### src/hw/rtl/fpbd_pkg.sv
// Types, widths and defaults of the force peak and break detector.
`default_nettype none

package fpbd_pkg;

  localparam int DEF_TARE_SAMPLES = 20;
  localparam int DEF_SAMPLE_BITS  = 24;

  localparam int FORCE_W    = 24;
  localparam int CFG_W      = 24;
  localparam int CFG_IDX_W  = 2;
  localparam int DEBOUNCE_W = 10;
  localparam int SETTLE_W   = 12;
  localparam int PHASE_W    = 2;

  localparam logic [FORCE_W-1:0]    FORCE_MAX    = '1;
  localparam logic [DEBOUNCE_W-1:0] SINCE_MAX    = '1;
  localparam logic [SETTLE_W-1:0]   SETTLE_MAX   = '1;

  localparam logic [FORCE_W-1:0]    DEF_DEADBAND = 24'd75;
  localparam logic [FORCE_W-1:0]    DEF_BREAK    = 24'd10000;
  localparam logic [DEBOUNCE_W-1:0] DEF_DEBOUNCE = 10'd40;
  localparam logic [SETTLE_W-1:0]   DEF_SETTLE   = 12'd750;

  typedef enum logic [CFG_IDX_W-1:0] {
    CFG_DEADBAND = 2'd0,
    CFG_BREAK    = 2'd1,
    CFG_DEBOUNCE = 2'd2,
    CFG_SETTLE   = 2'd3
  } cfg_index_t;

  typedef enum logic [PHASE_W-1:0] {
    PH_SETTLE = 2'd0,
    PH_TARE   = 2'd1,
    PH_RUN    = 2'd2,
    PH_BROKEN = 2'd3
  } phase_t;

endpackage

`default_nettype wire

### src/hw/rtl/force_peak_break_detector.sv
// Top level of the force peak and break detector for a load-cell tensile tester.
// The result of a request is registered at the edge that accepts it.
// Throughput: one request per cycle; a stalled result stalls the input side only while
// the result register is full.
// The tare average uses one constant reciprocal multiplication on the last tare request.
// Reset is synchronous: registers return to their defaults and the block starts settling.
`default_nettype none

module force_peak_break_detector
  import fpbd_pkg::*;
#(
  parameter int TARE_SAMPLES = DEF_TARE_SAMPLES,
  parameter int SAMPLE_BITS  = DEF_SAMPLE_BITS
) (
  input  wire                          clk,
  input  wire                          rst,
  input  wire                          cfg_write,
  input  wire [CFG_IDX_W-1:0]          cfg_index,
  input  wire [CFG_W-1:0]              cfg_data,
  input  wire                          in_valid,
  output logic                         in_stall,
  input  wire                          button_level,
  input  wire                          ms_tick,
  input  wire                          sample_valid,
  input  wire signed [SAMPLE_BITS-1:0] raw_sample,
  output logic                         out_valid,
  input  wire                          out_stall,
  output logic [PHASE_W-1:0]           phase,
  output logic [FORCE_W-1:0]           force_counts,
  output logic [FORCE_W-1:0]           peak_counts,
  output logic [FORCE_W-1:0]           break_force,
  output logic                         break_event,
  output logic signed [FORCE_W-1:0]    zero_offset
);

  localparam int CNT_W    = $clog2(TARE_SAMPLES + 1);
  localparam int SUM_W    = SAMPLE_BITS + CNT_W;
  localparam int SHIFT    = SUM_W + $clog2(TARE_SAMPLES);
  localparam int RECIP_W  = SUM_W + 1;
  localparam int PROD_W   = SUM_W + RECIP_W;
  localparam int REL_W    = SAMPLE_BITS + 1;
  localparam int MAG_W    = SAMPLE_BITS + FORCE_W;
  localparam int EXT_W    = SAMPLE_BITS + FORCE_W;
  localparam logic [RECIP_W-1:0] RECIP = RECIP_W'(((64'd1 << SHIFT)
      + 64'(TARE_SAMPLES) - 64'd1) / 64'(TARE_SAMPLES));

  logic [FORCE_W-1:0]    deadband_counts;
  logic [FORCE_W-1:0]    break_counts;
  logic [DEBOUNCE_W-1:0] debounce_limit;
  logic [SETTLE_W-1:0]   settle_ms;

  phase_t                        phase_reg, phase_reg_next;
  logic [SETTLE_W-1:0]           settle_count, settle_count_next;
  logic [CNT_W-1:0]              tare_count, tare_count_next;
  logic signed [SUM_W-1:0]       tare_sum, tare_sum_next;
  logic signed [SAMPLE_BITS-1:0] offset_reg, offset_reg_next;
  logic [FORCE_W-1:0]            force_reg, force_reg_next;
  logic [FORCE_W-1:0]            peak_reg, peak_reg_next;
  logic [FORCE_W-1:0]            break_reg, break_reg_next;
  logic                          last_raw_level, last_raw_level_next;
  logic                          stable_level, stable_level_next;
  logic [DEBOUNCE_W-1:0]         since_change_ms, since_change_ms_next;
  logic                          brk_reg, brk_reg_next;

  logic                          accept;
  logic                          pressed;
  logic signed [SUM_W-1:0]       tare_add;
  logic [SUM_W-1:0]              tare_abs;
  logic [PROD_W-1:0]             tare_prod;
  logic [SAMPLE_BITS-1:0]        tare_mag;
  logic signed [SAMPLE_BITS-1:0] tare_quot;
  logic signed [REL_W-1:0]       rel;
  logic [REL_W-1:0]              rel_abs;
  logic [MAG_W-1:0]              mag_ext;
  logic [FORCE_W-1:0]            force_sat;
  logic [FORCE_W-1:0]            force_db;
  logic signed [EXT_W-1:0]       offset_ext;

  assign in_stall = out_valid && out_stall;
  assign accept   = in_valid && !in_stall;

  // Tare average: exact truncating division by a constant through its reciprocal.
  assign tare_add  = tare_sum + SUM_W'(raw_sample);
  assign tare_abs  = tare_add[SUM_W-1] ? SUM_W'(-tare_add) : SUM_W'(tare_add);
  assign tare_prod = PROD_W'(tare_abs) * PROD_W'(RECIP);
  assign tare_mag  = tare_prod[SHIFT +: SAMPLE_BITS];
  assign tare_quot = tare_add[SUM_W-1] ? SAMPLE_BITS'(-tare_mag) : SAMPLE_BITS'(tare_mag);

  assign rel       = REL_W'(raw_sample) - REL_W'(offset_reg);
  assign rel_abs   = rel[REL_W-1] ? REL_W'(-rel) : REL_W'(rel);
  assign mag_ext   = MAG_W'(rel_abs);
  assign force_sat = (mag_ext > MAG_W'(FORCE_MAX)) ? FORCE_MAX : mag_ext[FORCE_W-1:0];
  assign force_db  = (force_sat < deadband_counts) ? '0 : force_sat;

  always_comb begin
    last_raw_level_next  = last_raw_level;
    since_change_ms_next = since_change_ms;
    stable_level_next    = stable_level;
    pressed              = 1'b0;
    phase_reg_next       = phase_reg;
    settle_count_next    = settle_count;
    tare_count_next      = tare_count;
    tare_sum_next        = tare_sum;
    offset_reg_next      = offset_reg;
    force_reg_next       = force_reg;
    peak_reg_next        = peak_reg;
    break_reg_next       = break_reg;
    brk_reg_next         = 1'b0;

    if (button_level != last_raw_level) begin
      last_raw_level_next  = button_level;
      since_change_ms_next = '0;
    end else if (ms_tick && since_change_ms != SINCE_MAX) begin
      since_change_ms_next = since_change_ms + 1'b1;
    end
    if (since_change_ms_next >= debounce_limit && button_level != stable_level) begin
      stable_level_next = button_level;
      pressed           = !button_level;
    end

    case (phase_reg)
      PH_SETTLE: begin
        if (ms_tick && settle_count != SETTLE_MAX) begin
          settle_count_next = settle_count + 1'b1;
        end
        if (settle_count_next >= settle_ms) begin
          phase_reg_next = PH_TARE;
        end
      end
      PH_TARE: begin
        if (sample_valid) begin
          tare_sum_next   = tare_add;
          tare_count_next = tare_count + 1'b1;
          if (tare_count_next >= CNT_W'(TARE_SAMPLES)) begin
            offset_reg_next = tare_quot;
            force_reg_next  = '0;
            peak_reg_next   = '0;
            break_reg_next  = '0;
            phase_reg_next  = PH_RUN;
          end
        end
      end
      PH_RUN: begin
        if (sample_valid) begin
          force_reg_next = force_db;
          if (force_db > peak_reg) begin
            peak_reg_next = force_db;
          end
          if (force_db >= break_counts) begin
            break_reg_next = peak_reg_next;
            phase_reg_next = PH_BROKEN;
            brk_reg_next   = 1'b1;
          end
        end
      end
      PH_BROKEN: begin
        if (pressed) begin
          settle_count_next = '0;
          tare_count_next   = '0;
          tare_sum_next     = '0;
          phase_reg_next    = PH_SETTLE;
        end
      end
      default: begin
        phase_reg_next = PH_SETTLE;
      end
    endcase
  end

  always_ff @(posedge clk) begin
    if (rst) begin
      deadband_counts <= DEF_DEADBAND;
      break_counts    <= DEF_BREAK;
      debounce_limit  <= DEF_DEBOUNCE;
      settle_ms       <= DEF_SETTLE;
    end else if (cfg_write) begin
      case (cfg_index)
        CFG_DEADBAND: deadband_counts <= cfg_data[FORCE_W-1:0];
        CFG_BREAK:    break_counts    <= cfg_data[FORCE_W-1:0];
        CFG_DEBOUNCE: debounce_limit  <= cfg_data[DEBOUNCE_W-1:0];
        CFG_SETTLE:   settle_ms       <= cfg_data[SETTLE_W-1:0];
        default: begin
        end
      endcase
    end
  end

  always_ff @(posedge clk) begin
    if (rst) begin
      phase_reg       <= PH_SETTLE;
      settle_count    <= '0;
      tare_count      <= '0;
      tare_sum        <= '0;
      offset_reg      <= '0;
      force_reg       <= '0;
      peak_reg        <= '0;
      break_reg       <= '0;
      last_raw_level  <= 1'b1;
      stable_level    <= 1'b1;
      since_change_ms <= '0;
      brk_reg         <= 1'b0;
      out_valid       <= 1'b0;
    end else begin
      if (accept) begin
        phase_reg       <= phase_reg_next;
        settle_count    <= settle_count_next;
        tare_count      <= tare_count_next;
        tare_sum        <= tare_sum_next;
        offset_reg      <= offset_reg_next;
        force_reg       <= force_reg_next;
        peak_reg        <= peak_reg_next;
        break_reg       <= break_reg_next;
        last_raw_level  <= last_raw_level_next;
        stable_level    <= stable_level_next;
        since_change_ms <= since_change_ms_next;
        brk_reg         <= brk_reg_next;
        out_valid       <= 1'b1;
      end else if (!out_stall) begin
        out_valid <= 1'b0;
      end
    end
  end

  assign offset_ext   = EXT_W'(offset_reg);
  assign phase        = phase_reg;
  assign force_counts = force_reg;
  assign peak_counts  = peak_reg;
  assign break_force  = break_reg;
  assign break_event  = brk_reg;
  assign zero_offset  = offset_ext[FORCE_W-1:0];

endmodule

`default_nettype wire

### config.mk
export PLATFORM = sky130hd
export DESIGN_NAME = force_peak_break_detector
export DESIGN_NICKNAME = d
export VERILOG_FILES = /design/src/hw/rtl/fpbd_pkg.sv /design/src/hw/rtl/force_peak_break_detector.sv
export SDC_FILE = /design/constraint.sdc
export NUM_CORES = 2
export LEC_CHECK = 0
export BUFFER_PORTS_ARGS = -buffer_cell sky130_fd_sc_hd__buf_2
export CORE_MARGIN = 2
export CORE_UTILIZATION = 55
export DETAILED_ROUTE_END_ITERATION = 8
export PLACE_DENSITY = 0.83
export SETUP_SLACK_MARGIN = 0.3
export SYNTH_ARGS = -nofsm -noshare
export SYNTH_HDL_FRONTEND = slang
export SYNTH_SLANG_ARGS = --single-unit
### constraint.sdc
create_clock -name clk -period 20 [get_ports clk]
set_clock_uncertainty 0.1 [all_clocks]
set_input_delay 3 -clock clk [delete_from_list [all_inputs] [get_ports clk]]
set_output_delay 3 -clock clk [all_outputs]
set_load 0.02 [all_outputs]
After elaboration in Yosys (flattened, before gate mapping)
Index checks and enable logic that the tools add are counted.
- word-level logic and storage cells: 114
- output and inout port bits: 101
- input port bits: 58
- flip-flop bits (word level): 228
- multiply operators: 1
- muxes and demuxes: 40
- eq/ne operators: 17
- $add $sub $neg: 8
- reductions and logical operators: 24
- $lt $le $gt $ge: 7
- operators with widths (operator ; count):
    2-to-1 mux 24 bit ; 10
    case mux 24 bit (2 select lines) ; 3
    2-to-1 mux 29 bit ; 3
    case mux 29 bit (2 select lines) ; 1
    multiplier 29 x 28 -> 56 bit (second input constant) ; 1
    2-to-1 mux 12 bit ; 3
    adder 29 x 24 -> 29 bit ; 1
    negation 29 bit ; 1
    > comparator 25 x 24 -> 1 bit (second input constant) ; 1
    2-to-1 mux 25 bit ; 1
    negation 25 bit ; 1
    subtractor 24 x 24 -> 25 bit ; 1
    >= comparator 24 bit ; 1
    > comparator 24 bit ; 1
    less-than comparator 24 bit ; 1
    negation 24 bit ; 1
    case mux 12 bit (2 select lines) ; 1
    2-to-1 mux 10 bit ; 2
    adder 12 x 1 -> 12 bit (second input constant) ; 1
    >= comparator 12 bit ; 1
    2-to-1 mux 2 bit ; 6
    != test 12 bit (second input constant) ; 1
    != test 2 bit (second input constant) ; 6
    AND reduction 2 bit ; 6
    22 further kinds ; 42

Longest topological paths before layout
- depth after elaboration: 12
- mapped depth: 46

Worst setup path before layout
No wires, ideal clock.
- kind: input -> register
- from: input port raw_sample[0]
- to: register offset_reg[19], in the netlist zero_offset[19]
- slack: 6.446 ns
- setup time: 0.086 ns
- stages on the path: 42
- arrival time: 13.369 ns
- cells stage by stage: ha_1 fa_1 a21o_1 a21oi_1 xor2_1 nand2_1 nor4_1 nand2_1 nor4_1 nand2_1 nor3_1 and4_1 clkbuf_1 a31oi_1 xnor2_1 inv_1 ha_1 inv_1 [... 6 more ...] fa_1 fa_1 inv_1 ha_1 clkbuf_1 nand4_1 nor4_1 a221oi_1 o211ai_1 a31oi_1 nor2b_1 a31oi_1 mux2i_1 or4_1 nor4_4 a21oi_1 xnor2_1 a211oi_1
- longest elaborated chain between the ends: 6
- ends and longest elaborated chain (what ; RTL line ; text):
    start: declaration ; force_peak_break_detector.sv:25 ; input wire signed [SAMPLE_BITS-1:0] raw_sample,
    adder 29 x 24 -> 29 bit * ; force_peak_break_detector.sv:83 ; assign tare_add = tare_sum + SUM_W'(raw_sample);
    negation 29 bit ; force_peak_break_detector.sv:84 ; assign tare_abs = tare_add[SUM_W-1] ? SUM_W'(-tare_add) : SUM_W'(tare_add);
    2-to-1 mux 29 bit ; force_peak_break_detector.sv:84 ;
    multiplier 29 x 28 -> 56 bit ; force_peak_break_detector.sv:85 ; assign tare_prod = PROD_W'(tare_abs) * PROD_W'(RECIP);
    negation 24 bit ; force_peak_break_detector.sv:87 ; assign tare_quot = tare_add[SUM_W-1] ? SAMPLE_BITS'(-tare_mag) : SAMPLE_BITS'(tare_mag);
    2-to-1 mux 24 bit * ; force_peak_break_detector.sv:87 ;
    end signal: assignment ; force_peak_break_detector.sv:209 ; offset_reg <= offset_reg_next;
    end: declaration ; force_peak_break_detector.sv:56 ; logic signed [SAMPLE_BITS-1:0] offset_reg, offset_reg_next;
Mark *: on every way between the ends. The rest lies on a longest branch, timed or not.
A chain may end at the register's enable or synchronous reset.

Worst setup path after layout
Same ends and word-level chain as after synthesis.

==> Implementation_results.wiki <==
{| class="wikitable"
! Metric !! Value
|-
| Post-synthesis cell type with the largest combined area || fa_1
|-
| Worst hold-check path type || reg2reg
|-
| Total of endpoints with negative setup slack in the final report || 0
|-
| Status || finished clean
|-
| Average wire per standard cell || 20.6 um
|-
| Initial core utilization || 55.3%
|-
| CTS root buffer || clkbuf_16
|-
| DR iter-0 viols || around 2500
|-
| Biggest area contributors in the synthesized netlist || fa_1 21%, ha_1 18%, dfxtp_1 15%
|-
| Layout cell share with drive strength beyond 1 || roughly 7.2%
|-
| Proportion of register bits with asynchronous set or reset after synthesis || 0%
|-
| Max Clk Rate || around 0.067 GHz
|-
| Sinks on Clock Net || about 230
|-
| Number of core rows || 86
|-
| Largest register FFs || 29
|-
| CP Class || in2reg
|-
| Final critical delay including setup and external delays || 15.02 ns
|-
| Unrepaired setup endpoints after global routing || no
|-
| Post-Synthesis Cells || between 3000 and 4000
|-
| Top library cells by usage in the layout, fill and taps aside || 692 x inv_1, 428 x ha_1, 328 x nand2_1
|-
| Synthesized cell area || about 30000 um^2
|-
| Slew Limit Headroom || 9.16%
|-
| Synth cell types || 93
|-
| Period utilization || between 70% and 80%
|-
| Worst Setup Start Kind || input pin
|-
| Initial antenna violation count || 2
|-
| Vias in the first global route || approximately 26000
|-
| Die Wd || 239 um
|-
| Post-route antenna net violation count || 0
|-
| Yosys warning total || 0
|-
| Data required time of the critical path || slightly above 20 ns
|-
| #FFs+latches synth || roughly 230
|-
| Max-capacitance violation count || 0
|-
| Count of hold buffers inserted by post-cts repair || 0
|-
| Maximum number of pins on one net before global-route repair || 85
|-
| Highest fanout seen on the critical path || 9
|-
| Max stage delay cell, worst path || xnor2_1
|-
| Seq. cell area || between 4000 and 5000 um^2
|-
| Final Hold Vio Count || 0
|-
| Crit-path max cell delay || about 0.77 ns
|-
| Most common cell after layout, fill and taps aside || inv_1
|-
| Sum of negative setup slack || 0 ns
|-
| Area of the core || ~55000 um^2
|-
| Predominant post-synthesis flop cell || dfxtp_1
|-
| Max H-tree Level || 1
|-
| CTS clock-pin slew for the worst setup and hold paths || around 0.070 ns
|-
| Count of final max-slew check failures || 0
|-
| Sequential element share of the synthesized area || 15.0%
|-
| Pre-Repair DR Iteration Count || 8
|-
| Number of input and output port buffers inserted || ~160
|-
| Clock tree from TritonCTS || done
|-
| Via count || between 20000 and 30000
|-
| Number of remaining DRC errors || 0
|-
| Global Route Usage Sum || a little under a third
|-
| Total area of multi-input combinational cells || ~23000 um^2
|-
| Final net count || roughly 4500
|-
| Number of placed I/O pins || 159
|-
| Post-CTS Setup Repair Bufs || 0
|-
| Net count after synthesis || 4423
|-
| Placer's final routability congestion estimate || 1.03
|-
| Most frequent cell on the critical path || fa_1
|-
| Wire length of the first global-routing pass || 143000 um
|-
| Post-detailed-placement half-perimeter wirelength || around 76000 um
|-
| Count of cells resized by post-cts repair || 0
|-
| Signed area change from the synthesized netlist to the final layout || 7.75%
|-
| Max clock buf depth || 3
|-
| Worst path arrival time || approximately 15 ns
|-
| Cts bufs inserted || 24
|-
| Type of destination of the critical path || flip-flop
|-
| Post-DR vias/cell || ~6.0
|-
| Count of flip-flops with a built-in enable after synthesis || 0
|-
| Synthesized area per cell || about 8.4 um^2
|-
| Later-pin clock latency in the skew report || 0.57 ns
|-
| Portion of synthesized cell area occupied by the leading cell type || a little over a fifth
|-
| Final-layout fill cell count || 4662
|-
| Worst-Margin Slew || approximately 1.4 ns
|-
| Die ar. || between 50000 and 60000 um^2
|-
| Largest register by flop count || tare_sum
|-
| Remaining Overflow, GRT || 0
|-
| Detailed Route WL || ~92000 um
|-
| Vert. Die Dim || ~240 um
|}
final cells by class:
class	count	share of cell area, %
multi-input cells	2593	69.8
inverters	692	7.94
diodes	2	0.0153
repair buffers	187	3.09
well taps	704	2.69
flip-flops and latches	228	13.9
clock buffers	28	2.00
clock inverters	15	0.547
cell families (layout without fill, tap and decap cells):
| kind of cell | count (synthesis) | count (layout) | synth area share (%) |
|---|---|---|---|
| mux | 13 | 13 | 0.437 |
| xor+xnor | 157 | 157 | 4.53 |
| compound gates | 809 | 809 | 17.3 |
| buf+inv | 796 | 922 | 9.92 |
| simple gates | 866 | 866 | 14.0 |
| flops | 228 | 228 | 15.0 |
| fa+ha+maj | 748 | 748 | 38.7 |
| other cells | 0 | 2 | 0 |
worst max-delay path: cells and delay by family:
| kind | cells | cell delay [ns] |
|---|---|---|
| fa+ha+maj | 10 | 4.63 |
| simple gates | 12 | 3.69 |
| compound gates | 9 | 2.00 |
| xor+xnor | 3 | 1.27 |
| buf+inv | 6 | 0.61 |
| mux | 1 | 0.15 |
synthesized netlist by cell type, types with 6 or more instances:
| cell | count |
|---|---|
| inv_1 | 692 |
| ha_1 | 428 |
| nand2_1 | 328 |
| fa_1 | 320 |
| a21oi_1 | 275 |
| dfxtp_1 | 228 |
| nor2_1 | 162 |
| o21ai_0 | 113 |
| a21o_1 | 110 |
| xnor2_1 | 97 |
| clkbuf_1 | 91 |
| nand3_1 | 71 |
| xor2_1 | 60 |
| a22o_1 | 55 |
| nor3_1 | 42 |
| or3_1 | 42 |
| a31oi_1 | 38 |
| nand4_1 | 38 |
| and2_1 | 32 |
| a211oi_1 | 26 |
| o211ai_1 | 26 |
| nand2b_1 | 21 |
| o21a_1 | 21 |
| and3_1 | 19 |
| nor2b_1 | 19 |
| nand3b_1 | 17 |
| nor4_1 | 16 |
| o21bai_1 | 16 |
| o31ai_1 | 15 |
| a22oi_1 | 12 |
| mux2i_1 | 11 |
| nand4b_1 | 11 |
| o21ai_1 | 11 |
| and4_1 | 10 |
| or4_1 | 8 |
| a221oi_1 | 6 |
| o31a_1 | 6 |
path summary, 6_finish.rpt:
check / cells after the start / slack (ns) / start / to
setup / recovery: 41 / 4.98 / raw_sample[0] / zero_offset[19]$_SDFFE_PP0P_
hold / removal: 2 / 0.35 / deadband_counts[19]$_SDFFE_PP0P_ / deadband_counts[19]$_SDFFE_PP0P_
setup reg to reg: 40 / 7.24 / tare_sum[0]$_SDFFE_PP0P_ / zero_offset[19]$_SDFFE_PP0P_
hold reg to reg: 2 / 0.35 / deadband_counts[19]$_SDFFE_PP0P_ / deadband_counts[19]$_SDFFE_PP0P_
through the flow:
step                      instance area, um^2  hold WS (ns)  utilization (%)  instances  setup slack, ns
final                                   32700         0.354             59.6       4449             4.98
after global routing                    32700         0.367             59.6       4449             4.23
after detailed placement                31900         0.346             58.1       4404             4.73
after floorplan                         30400         0.336                -       3617             6.45
after CTS                               32700         0.355             59.6       4447             5.24
after global placement                  31900         0.333             58.1       4404             5.08
routing by layer:
layer	vias to the layer above	share of wire, %	track usage [%]
li1	12300	-	-
met5	-	0	0
met3	270	9.7	6.69
met1	12800	40	40.8
met4	0	5.4	15.6
met2	1350	45	51.7
Power is not shown: default switching activity piles up to over one toggle a cycle in this logic, so the estimate is an artifact.
